`config.mk`:
```
export PLATFORM = sky130hd
export DESIGN_NAME = linked_list_engine
export DESIGN_NICKNAME = d
export VERILOG_FILES = /design/src/hdl/lle_pkg.sv /design/src/hdl/lle_node_mem.sv /design/src/hdl/linked_list_engine.sv
export SDC_FILE = /design/constraint.sdc
export NUM_CORES = 2
export LEC_CHECK = 0
export BUFFER_PORTS_ARGS = -buffer_cell sky130_fd_sc_hd__buf_2
export CAP_MARGIN = 30
export CELL_PAD_IN_SITES_DETAIL_PLACEMENT = 1
export CELL_PAD_IN_SITES_GLOBAL_PLACEMENT = 1
export CORE_MARGIN = 2
export CORE_UTILIZATION = 50
export CTS_CLUSTER_SIZE = 8
export DETAILED_ROUTE_END_ITERATION = 6
export PLACE_DENSITY = 0.81
export SLEW_MARGIN = 20
export SYNTH_ARGS = -nofsm -noshare
export SYNTH_HDL_FRONTEND = slang
export SYNTH_SLANG_ARGS = --single-unit
```
`constraint.sdc`:
```
create_clock -name clk -period 8.55 [get_ports clk]
set_input_delay 1.71 -clock clk [delete_from_list [all_inputs] [get_ports clk]]
set_output_delay 1.71 -clock clk [all_outputs]
set_load 0.01 [all_outputs]
```
`src/hdl/lle_pkg.sv`:
```
// Package for the linked list engine: types, codes and defaults.
`timescale 1ns / 1ps
package lle_pkg;

  localparam int DEF_CAPACITY   = 64;
  localparam int DEF_VALUE_BITS = 32;

  typedef enum logic [3:0] {
    CMD_APPEND  = 4'd0,
    CMD_SORTED  = 4'd1,
    CMD_DEL_VAL = 4'd2,
    CMD_PREPEND = 4'd3,
    CMD_REVERSE = 4'd4,
    CMD_SEARCH  = 4'd5,
    CMD_INS_AT  = 4'd6,
    CMD_DEL_AT  = 4'd7,
    CMD_DUMP    = 4'd8,
    CMD_CLEAR   = 4'd9
  } lle_cmd_t;

  localparam logic [1:0] ST_DONE   = 2'd0;
  localparam logic [1:0] ST_FULL   = 2'd1;
  localparam logic [1:0] ST_ABSENT = 2'd2;
  localparam logic [1:0] ST_EMPTY  = 2'd3;

  typedef enum logic [2:0] {
    S_INIT,
    S_IDLE,
    S_WALK,
    S_INS,
    S_FIX,
    S_EMIT
  } lle_state_t;

  typedef struct packed {
    logic [3:0]         cmd;
    logic signed [31:0] item_value;
    logic [7:0]         item_index;
  } lle_in_t;

  typedef struct packed {
    logic [1:0]         status;
    logic [5:0]         found_position;
    logic signed [31:0] element_value;
    logic [6:0]         list_length;
    logic               last;
  } lle_out_t;

endpackage

```
`src/hdl/lle_node_mem.sv`:
```
// Node table: value and link memories, one registered read port, one write port.
`timescale 1ns / 1ps
module lle_node_mem import lle_pkg::*; #(
  parameter int DEPTH = DEF_CAPACITY,
  parameter int VB    = DEF_VALUE_BITS,
  parameter int AW    = $clog2(DEPTH),
  parameter int LW    = $clog2(DEPTH) + 1
) (
  input  logic          clk,
  input  logic [AW-1:0] rd_addr,
  output logic [VB-1:0] rd_value,
  output logic [LW-1:0] rd_link,
  input  logic [AW-1:0] wr_addr,
  input  logic          link_we,
  input  logic [LW-1:0] link_data,
  input  logic          value_we,
  input  logic [VB-1:0] value_data
);

  logic [VB-1:0] values [DEPTH];
  logic [LW-1:0] links  [DEPTH];

  always_ff @(posedge clk) begin
    if (value_we) values[wr_addr] <= value_data;
    if (link_we) links[wr_addr] <= link_data;
    rd_value <= values[rd_addr];
    rd_link  <= links[rd_addr];
  end

endmodule

```
`src/hdl/linked_list_engine.sv`:
```
// Top level of the linked list engine: command sequencer over the node table.
`timescale 1ns / 1ps
// Bounded singly linked list held in a node table with a free chain. One
// command is taken at a time. Append, sorted insert, insert at, search, delete,
// reverse and dump walk the chain one node per cycle (dump only while the
// output is free), since each node's link, read from the link memory, is the
// next read address. Dump gives one result per element, last marked. After
// reset, and on a clear command, a pass over every node rebuilds the free
// chain before a command is taken.
module linked_list_engine import lle_pkg::*; #(
  parameter int CAPACITY   = DEF_CAPACITY,
  parameter int VALUE_BITS = DEF_VALUE_BITS
) (
  input  logic     clk,
  input  logic     rst,
  input  logic     in_valid,
  output logic     in_ready,
  input  lle_in_t  in_data,
  output logic     out_valid,
  input  logic     out_ready,
  output lle_out_t out_data
);

  localparam int AW = $clog2(CAPACITY);
  localparam int LW = AW + 1;
  localparam int SW = $clog2(CAPACITY + 1);
  localparam logic [LW-1:0] NIL = LW'(CAPACITY);

  lle_state_t state, state_next;
  logic [3:0]         cmd_q;
  logic [VALUE_BITS-1:0] val_q;
  logic [7:0]         idx_q;
  logic [LW-1:0]      cur, prev, head, free_head, fix_val;
  logic [AW-1:0]      fix_addr, init_cnt;
  logic [SW-1:0]      steps, count, pos_q;
  logic [1:0]         st_q;
  logic               init_cmd;

  logic [AW-1:0]         rd_addr, wr_addr;
  logic [VALUE_BITS-1:0] rd_value;
  logic [LW-1:0]         rd_link, rl, link_data;
  logic                  link_we, value_we;

  logic ofree, accept, full, is_ins, is_del, is_srch, brk, hit, endw, init_last, emit;

  lle_node_mem #(.DEPTH(CAPACITY), .VB(VALUE_BITS), .AW(AW), .LW(LW)) u_mem (
    .clk       (clk),
    .rd_addr   (rd_addr),
    .rd_value  (rd_value),
    .rd_link   (rd_link),
    .wr_addr   (wr_addr),
    .link_we   (link_we),
    .link_data (link_data),
    .value_we  (value_we),
    .value_data(val_q)
  );

  assign rl        = (rd_link >= NIL) ? NIL : rd_link;
  assign ofree     = !out_valid || out_ready;
  assign in_ready  = (state == S_IDLE);
  assign accept    = in_valid && in_ready;
  assign full      = (count >= SW'(CAPACITY)) || (free_head >= NIL);
  assign is_ins    = cmd_q == CMD_APPEND || cmd_q == CMD_SORTED || cmd_q == CMD_INS_AT;
  assign is_del    = cmd_q == CMD_DEL_VAL || cmd_q == CMD_DEL_AT;
  assign is_srch   = cmd_q == CMD_SEARCH;
  assign brk       = (cmd_q == CMD_SORTED && $signed(rd_value) >= $signed(val_q)) ||
                     (cmd_q == CMD_INS_AT && 9'(steps) >= 9'(idx_q));
  assign hit       = (cmd_q == CMD_DEL_AT) ? (9'(steps) == 9'(idx_q)) : (rd_value == val_q);
  assign endw      = (rl == NIL) || (steps == SW'(CAPACITY - 1));
  assign init_last = (init_cnt == AW'(CAPACITY - 1));
  assign emit      = ofree && (state == S_EMIT || (state == S_WALK && cmd_q == CMD_DUMP));

  always_comb begin
    state_next = state;
    unique case (state)
      S_INIT: if (init_last) state_next = init_cmd ? S_EMIT : S_IDLE;
      S_IDLE: begin
        if (in_valid) begin
          case (in_data.cmd)
            CMD_APPEND, CMD_SORTED, CMD_INS_AT:
              state_next = full ? S_EMIT : ((head == NIL) ? S_INS : S_WALK);
            CMD_PREPEND: state_next = full ? S_EMIT : S_INS;
            CMD_DEL_VAL, CMD_DEL_AT, CMD_SEARCH, CMD_REVERSE, CMD_DUMP:
              state_next = (head == NIL) ? S_EMIT : S_WALK;
            CMD_CLEAR: state_next = S_INIT;
            default: state_next = S_EMIT;
          endcase
        end
      end
      S_WALK: begin
        if (is_ins) begin
          if (brk || endw) state_next = S_INS;
        end else if (is_del || is_srch) begin
          if (hit) state_next = (is_srch || prev == NIL) ? S_EMIT : S_FIX;
          else if (endw) state_next = S_EMIT;
        end else if (cmd_q == CMD_REVERSE) begin
          if (endw) state_next = S_EMIT;
        end else begin
          if (ofree && endw) state_next = S_IDLE;
        end
      end
      S_INS:  state_next = (prev == NIL) ? S_EMIT : S_FIX;
      S_FIX:  state_next = S_EMIT;
      S_EMIT: if (ofree) state_next = S_IDLE;
      default: state_next = S_IDLE;
    endcase
  end

  always_comb begin
    rd_addr   = cur[AW-1:0];
    wr_addr   = cur[AW-1:0];
    link_we   = 1'b0;
    link_data = free_head;
    value_we  = 1'b0;
    unique case (state)
      S_INIT: begin
        wr_addr   = init_cnt;
        link_we   = 1'b1;
        link_data = init_last ? NIL : LW'(init_cnt) + LW'(1);
      end
      S_IDLE: begin
        rd_addr = (in_data.cmd == CMD_PREPEND || head == NIL) ? free_head[AW-1:0]
                                                              : head[AW-1:0];
      end
      S_WALK: begin
        if (is_ins) begin
          rd_addr = (brk || endw) ? free_head[AW-1:0] : rl[AW-1:0];
        end else if (is_del || is_srch) begin
          rd_addr = rl[AW-1:0];
          link_we = hit && is_del;
        end else if (cmd_q == CMD_REVERSE) begin
          rd_addr   = rl[AW-1:0];
          link_we   = 1'b1;
          link_data = prev;
        end else begin
          rd_addr = ofree ? rl[AW-1:0] : cur[AW-1:0];
        end
      end
      S_INS: begin
        wr_addr   = free_head[AW-1:0];
        link_we   = 1'b1;
        link_data = cur;
        value_we  = 1'b1;
      end
      S_FIX: begin
        wr_addr   = fix_addr;
        link_we   = 1'b1;
        link_data = fix_val;
      end
      default: ;
    endcase
  end

  always_ff @(posedge clk) begin
    if (rst) begin
      state     <= S_INIT;
      init_cnt  <= '0;
      init_cmd  <= 1'b0;
      out_valid <= 1'b0;
      head      <= NIL;
      free_head <= '0;
      count     <= '0;
    end else begin
      state <= state_next;
      if (emit) out_valid <= 1'b1;
      else if (out_ready) out_valid <= 1'b0;
      unique case (state)
        S_INIT: begin
          if (init_last) begin
            head      <= NIL;
            free_head <= '0;
            count     <= '0;
            init_cmd  <= 1'b0;
            init_cnt  <= '0;
          end else begin
            init_cnt <= init_cnt + AW'(1);
          end
        end
        S_IDLE: begin
          if (accept) begin
            cmd_q <= in_data.cmd;
            val_q <= VALUE_BITS'(in_data.item_value);
            idx_q <= in_data.item_index;
            cur   <= head;
            prev  <= NIL;
            steps <= '0;
            pos_q <= '0;
            st_q  <= ST_DONE;
            case (in_data.cmd)
              CMD_APPEND, CMD_SORTED, CMD_INS_AT, CMD_PREPEND: if (full) st_q <= ST_FULL;
              CMD_DEL_VAL, CMD_DEL_AT, CMD_SEARCH, CMD_DUMP:
                if (head == NIL) st_q <= ST_EMPTY;
              CMD_CLEAR: init_cmd <= 1'b1;
              default: ;
            endcase
          end
        end
        S_WALK: begin
          if (is_ins) begin
            if (!brk) begin
              prev  <= cur;
              cur   <= rl;
              steps <= steps + SW'(1);
            end
          end else if (is_del || is_srch) begin
            if (hit) begin
              if (is_srch) begin
                pos_q <= steps;
              end else begin
                free_head <= cur;
                count     <= count - SW'(1);
                fix_addr  <= prev[AW-1:0];
                fix_val   <= rl;
                if (prev == NIL) head <= rl;
              end
            end else begin
              prev  <= cur;
              cur   <= rl;
              steps <= steps + SW'(1);
              if (endw) st_q <= ST_ABSENT;
            end
          end else if (cmd_q == CMD_REVERSE) begin
            prev  <= cur;
            cur   <= rl;
            steps <= steps + SW'(1);
            if (endw) head <= cur;
          end else if (ofree) begin
            out_data.status          <= ST_DONE;
            out_data.found_position  <= 6'(steps);
            out_data.element_value   <= 32'(rd_value);
            out_data.list_length     <= 7'(count);
            out_data.last            <= endw;
            prev  <= cur;
            cur   <= rl;
            steps <= steps + SW'(1);
          end
        end
        S_INS: begin
          free_head <= rl;
          count     <= count + SW'(1);
          fix_addr  <= prev[AW-1:0];
          fix_val   <= free_head;
          if (prev == NIL) head <= free_head;
        end
        S_EMIT: begin
          if (ofree) begin
            out_data.status          <= st_q;
            out_data.found_position  <= 6'(pos_q);
            out_data.element_value   <= '0;
            out_data.list_length     <= 7'(count);
            out_data.last            <= 1'b1;
          end
        end
        default: ;
      endcase
    end
  end

endmodule
```
* Word level (Yosys, flattened, before mapping) *
Memory sizes are Yosys's and may differ from the RTL's. A register that Yosys moved wholly into a read port is not among the register bits.
Cells that the tools add are included.

operators by class
  add/sub/neg operators = 5
  $mul = 0
  div/mod/pow operators = 0
  order comparisons = 5
  equal/unequal tests = 54
  shift operators = 0
  mux-type cells = 125
  bitwise operators = 1
  reductions and logical operators = 44

operators with widths
  operator               number
  $mux W7                48
  $mux W48               5
  $pmux W48 S2           1
  $mux W6                15
  $pmux W7 S3            3
  $pmux W7 S2            4
  $mux W3                14
  $pmux W6 S2            3
  $eq A32 B32 Y1         1
  $eq A4 B3 Y1 const B   8
  $ge A32 B32 Y1         1
  $pmux W7 S4            1
  $ne A2 B2 Y1 const B   13
  $eq A7 B7 Y1 const B   3
  $ge A7 B7 Y1 const B   3
  $reduce_and A7 Y1      3
  $mux W1                18
  $pmux W3 S6            1
  $pmux W6 S3            1
  $reduce_and A6 Y1      3
  $add A7 B1 Y7 const B  2
  $eq A4 B2 Y1 const B   3
  $eq A4 B4 Y1 const B   3
  $logic_or A1 B1 Y1     12
  other kinds (36)       65

storage, ports and cells
  bits in registers = 166
  bits in latches = 0
  memory bits (writable) = 2496
  bits in read-only memories = 0
  bits of input ports = 48
  output and inout port bits = 50
  logic and storage cells = 258
  memories = 2

memory list
  name          words  width  rd ports  clocked after memory_dff  write ports  RTL line            RTL
  u_mem.values  64     32     1         1                         1            lle_node_mem.sv:20  logic [VB-1:0] values [DEPTH];
  u_mem.links   64     7      1         1                         1            lle_node_mem.sv:21  logic [LW-1:0] links [DEPTH];

* Longest topological paths before layout *
  depth in word-level cells = 10
  gate-level depth with buffers = 20
  mapped depth without buffers = 14

* By module *
From an unflattened synthesis, not the netlist that was laid out.

second synthesis, totals
  cell total of the unflattened synthesis = 4978
  area, all modules = 105582.5 um^2

by module, submodules not included
  module              instances  cells an instance  area each (um^2)  seq. area each (um^2)
  lle_node_mem        1          4095               96337.4           75732.6
  linked_list_engine  1          883                9245.1            4664.5

* Worst setup path before layout *
OpenSTA, ideal clock, no wires.

  kind = input port to flip-flop
  from = in in_data[43] (netlist name)
  to = reg u_mem.rd_value[18] (read register of u_mem.values)
  library setup time = 0.134 ns
  arrival time = 4.718 ns
  required time = 8.416 ns
  path slack = 3.698 ns
  stages on the path = 13
  buffers on the path = 3
  path through = clkbuf_1 > nor3_2 > a31oi_4 > mux2_2 > a222oi_1 > inv_2 > o211a_1 > and2_4 > buf_6 > buf_2 > a22oi_1 > nand4_1 > or4_1

between the ends
  longest elaborated chain between the ends = 4

RTL lines
  what                RTL line                   RTL
  start, declared     linked_list_engine.sv:18   input lle_in_t in_data,
  $eq A4 B2 Y1        linked_list_engine.sv:122  rd_addr = (in_data.cmd == CMD_PREPEND || head == NIL) ? free_head[AW-1:0]
  $logic_or A1 B1 Y1  linked_list_engine.sv:122
  $mux W6             linked_list_engine.sv:122
  $pmux W6 S2         linked_list_engine.sv:115  unique case (state)
  end, declared       lle_node_mem.sv:11         output logic [VB-1:0] rd_value,

No other way between the ends.
A chain may end at the register's enable or synchronous reset.

* Worst setup path after layout *
  from = reg val_q[29]
  to = reg u_mem.rd_value[23] (read register of u_mem.values)

between the ends
  longest elaborated chain between the ends = 7

RTL lines
  what                    RTL line                   RTL
  start, declared         linked_list_engine.sv:31   logic [VALUE_BITS-1:0] val_q;
  start signal, assigned  linked_list_engine.sv:182  val_q <= VALUE_BITS'(in_data.item_value);
  $ge A32 B32 Y1          linked_list_engine.sv:66   assign brk = (cmd_q == CMD_SORTED && $signed(rd_value) >= $signed(val_q)) ||
  $logic_and A1 B1 Y1     linked_list_engine.sv:66
  $logic_or A1 B1 Y1      linked_list_engine.sv:66
  $logic_or A1 B1 Y1      linked_list_engine.sv:127  rd_addr = (brk || endw) ? free_head[AW-1:0] : rl[AW-1:0];
  $mux W6                 linked_list_engine.sv:127
  $mux W6                 linked_list_engine.sv:126  if (is_ins) begin
  $pmux W6 S2             linked_list_engine.sv:115

No other way between the ends.

==> flow_metrics.py <==
metrics = {
    "synthesis": {
        "synth_xor_xnor_area_share_pct": 0.1443,
        "mapped_cell_area_sq_um": 108400,
        "synth_simple_gate_area_share_pct": 11.70,
        "post-synth-top-area-fraction_pct": 72.86,
        "post_synth_inst_count": 7574,
        "synth.area.mux_share_pct": 7.912,
        "synth_fa_ha_area_share_pct": 0.5495,
        "mappedNetlistNets": 7669,
        "postSynth.topFlopCell": "edfxtp_1",
        "yosysWarnings": 0,
        "syn_area_per_cell_sq_um": 14.31,
        "synth_sequential_area_ratio_pct": 74.17,
        "async_flop_share_pct": 0,
        "post_synth_main_area_contributors": "edfxtp_1 73%, mux2i_1 7.8%, nand2_1 5.2%, nand3_1 3.7%, dfxtp_1 1.3%",
        "synth_edf_count": 2630,
        "netlist-cell-type-count": 87,
        "main_combinational_cell_family_by_area_after_synthesis": "simple AND/OR/NAND/NOR gates",
        "synth_seq_cells": 2701,
        "synth_compound_gate_area_share_pct": 3.465,
        "synth_area_leader_cell": "edfxtp_1",
    },
    "sta": {
        "timing.hold.ws_ns": 0.4834,
        "worst_clock_skew_ns": 0.1118,
        "hold_viol_final": 0,
        "finalWorstPathRequiredPeriod_ns": 7.733,
        "min_period_over_period_pct": 90.45,
        "setup_viol": 0,
        "worstMarginPinSlew_ns": 1.088,
        "rsz0062_at_grt": "false",
        "maxSlewViolCount": 0,
        "max_freq_mhz": 129.3,
        "finalSetupTns_ns": 0,
        "max-slew-margin-rel_pct": 27.28,
    },
    "worst_hold_path": {
        "cells_on_worst_hold_path": 0,
        "min_from": "count[0]$_SDFFE_PP0P_",
        "hold-path-endpoint": "out_data[1]$_DFFE_PP_",
        "holdCritPathClass": "reg2reg",
    },
    "floorplan": {
        "floorplan.initialDensity_pct": 50.40,
        "fp.dieArea_sq_um": 220500,
        "placeableCoreArea_sq_um": 215000,
        "std_cell_rows": 170,
        "fp.dieH_um": 469.6,
        "ios": 98,
        "die_width_um": 469.6,
    },
    "grt": {
        "first_global_vias": 76450,
        "met1_usage_pct": 41.25,
        "globalRoute.busiestLayer": "met2",
        "gr-usage-met2_pct": 53.94,
        "initial_antenna_violation_count": 20,
        "global_route_wire_length_before_repair_um": 537800,
        "globalRouteMet3Util_pct": 6.805,
        "globalRouteOverflowTotal": 0,
        "grt_start_max_net_pins": 127,
        "gr_util_all_layers_pct": 33.49,
    },
    "clock_tree": {
        "post_cts_resized": 0,
        "cts_setup_buffers": 0,
        "clk_transition_reported_paths_ns": 0.05,
        "cts_sinks": 2701,
        "cts_root_buffer": "clkbuf_16",
        "worst_skew_pair.late_latency_ns": 1.03,
        "htree_num_levels": 5,
        "post_cts_hold_buffer_count": 0,
        "tritoncts.num_buffers": 387,
        "tritoncts": "built",
        "cts.path.max_buffers": 4,
    },
    "status": {
        "failing_checks": "design-rule violations",
        "status": "complete, but fails checks",
    },
    "setup_path": {
        "crit_family": "simple AND/OR/NAND/NOR gates",
        "crit_path_max_incr_delay_ns": 0.77,
        "path_max_fanout": 65,
        "cp-end-kind": "flip-flop",
        "setup.worst_path.start_class": "flip-flop",
        "arrival_ns": 8.54,
        "timing.critical_path.buf_inv": 4,
        "r2r_cells": 16,
        "crit_path_top_delay_cell": "or4_1",
        "worst-endpoint-required_ns": 9.36,
        "origin_of_the_critical_flop_to_flop_path": "val_q[29]$_DFFE_PP_",
        "worstReg2RegEnd": "u_mem.rd_value[23]$_DFF_P_",
        "timing_worst_setup_path_type": "reg2reg",
        "rrSetupSlack_ns": 0.82,
        "cp_cell_sequence": "buf_4, inv_1, ha_1, nand4_1, nor4_2, nand3_1, nand4_1, o211ai_2, a21oi_1, o31a_2, buf_12, buf_4, nand3_1, a32oi_1, nand4_1, or4_1",
        "timing.critical_path.mode_cell": "nand4_1",
    },
    "placed_design": {
        "place.detailed.instances": 10280,
        "buffer_ports.inserted": 97,
        "gp_routability_congestion": 0.8894,
        "detailedPlacementHpwl_um": 208000,
        "placed_cell_area_sq_um": 113100,
    },
    "route": {
        "route.final.wire_length_um": 377800,
        "drt_first_iter_violations": 10830,
        "detailedRoute.firstPassIterationCount": 7,
        "post_detailed_route_wirelength_per_cell_um": 34.68,
        "antenna_left": 0,
        "drc_violation_count_after_routing": 2,
        "total_vias_in_the_final_route": 72730,
        "detailed_route_vias_per_instance": 6.676,
    },
    "cells_and_area": {
        "layout-area-overhead-vs-synth_pct": 14.20,
        "finish.cell_count_without_fillers": 10890,
        "finalInstanceArea_sq_um": 123800,
        "drive_above_1_share_pct": 10.51,
        "layout.nets": 7935,
        "layout.core_utilization_pct": 57.56,
    },
    "power": {
        "power.density_cell_area_nw_per_um2": 398.8,
        "max-vdd-ir-drop_mv": 0.3738,
        "cellLeakagePower_nw": 43.55,
    },
    "run": {
        "drv.max_cap_violation_count": 0,
    },
}
[cells in the mapped netlist, types with 7 or more instances]
library cell  number
edfxtp_1        2630
nand2_1         1512
mux2i_1          841
nand3_1          812
nor2_1           283
clkbuf_1         221
a21oi_1          215
buf_2            139
a22oi_1          126
nand4_1          105
dfxtp_1           71
inv_1             48
o22ai_1           48
and2_1            47
o21ai_0           47
ha_1              46
a32oi_1           38
or4_1             37
buf_1             36
buf_4             35
and3_1            20
a21o_1            17
nor2b_1           14
nand2b_1          13
buf_6             10
mux2_2            10
nor3_1            10
xnor2_1           10
o211ai_1           8
a222oi_1           7
a31oi_1            7
[cell families (layout without fill, tap and decap cells)]
group	Yosys count	count (layout)
and+or+nand+nor	2889	2889
DFF	2701	2701
muxes	854	854
AOI/OAI and AO/OA	574	574
buffers and inverters	492	959
adders and majority gates	47	47
xor gates and xnor gates	17	17
other	0	14
[where the power goes]
part / internal (mW) / switching, mW
clock: 8.30 / 5.65
combinational: 5.69 / 13.9
sequential: 15.4 / 0.415
[cells in the final DEF (no fill, tap or decap), types with 8 or more instances in the layout]
master,instances
a21o_1,17
buf_12,37
o211ai_1,8
nor2b_1,14
clkbuf_1,192
and2_1,36
mux2i_1,841
nor2_4,65
and3_1,19
diode_2,14
xnor2_1,10
dfxtp_1,71
a21oi_1,214
buf_2,97
a22oi_1,126
a32oi_1,38
nand2_1,1509
o22ai_1,48
buf_4,178
nand2b_1,13
nor2_1,217
edfxtp_1,2630
o21ai_0,46
nor3_1,10
ha_1,46
nand3_1,810
or4_1,37
mux2_2,10
nand4_1,105
inv_1,48
clkbuf_16,390
[layer usage]
metal	routed length, um	part of all wire, %	vias to the layer above
met3	39730	11	1452
met2	178300	47	5617
met4	28270	7.5	14
met1	131400	35	36820
met5	92	0.024	-
li1	-	-	28820
[through the flow]
stage	worst slack, ns	total power, mW
after detailed placement	1.155	34.55
after global placement	1.583	33.61
after floorplan	3.698	27.88
after global routing	0.9240	50.58
final	0.8168	49.36
after CTS	0.8822	48.88
[final cells by class]
cell class,count,area [sq um]
Timing Repair Buffer,319,2704
Sequential cell,2701,80400
Clock buffer,583,10490
Fill cell,20020,91260
Inverter,50,187.7
Tap cell,2838,3551
Antenna cell,14,35.03
Multi-Input combinational cell,4381,26330
Clock inverter,7,83.83
[worst max path at each step]
stage | startpoint | end | slack, ns | cells after the start
2_1_floorplan | in_data[43] | u_mem.rd_value[18]$_DFF_P_ | 3.70 | 13
3_3_place_gp | val_q[29]$_DFFE_PP_ | u_mem.rd_value[23]$_DFF_P_ | 1.58 | 16
3_5_place_dp | val_q[29]$_DFFE_PP_ | u_mem.rd_value[23]$_DFF_P_ | 1.15 | 16
4_1_cts | val_q[29]$_DFFE_PP_ | u_mem.rd_value[23]$_DFF_P_ | 0.88 | 16
5_1_grt | val_q[29]$_DFFE_PP_ | u_mem.rd_value[29]$_DFF_P_ | 0.92 | 16
6_report | val_q[29]$_DFFE_PP_ | u_mem.rd_value[23]$_DFF_P_ | 0.82 | 16
[state kept, by name, indices dropped and copies added, names as in the netlist]
register,count
cmd_q,4
count,7
cur,7
fix_addr,6
fix_val,7
free_head,7
head,7
idx_q,8
init_cmd,1
init_cnt,6
out_data,48
out_valid,1
pos_q,6
prev,7
st_q,2
state,3
steps,7
u_mem.links,448
u_mem.rd_link,7
u_mem.rd_value,32
u_mem.values,2048
val_q,32
Power figures use the tool's default switching activity.
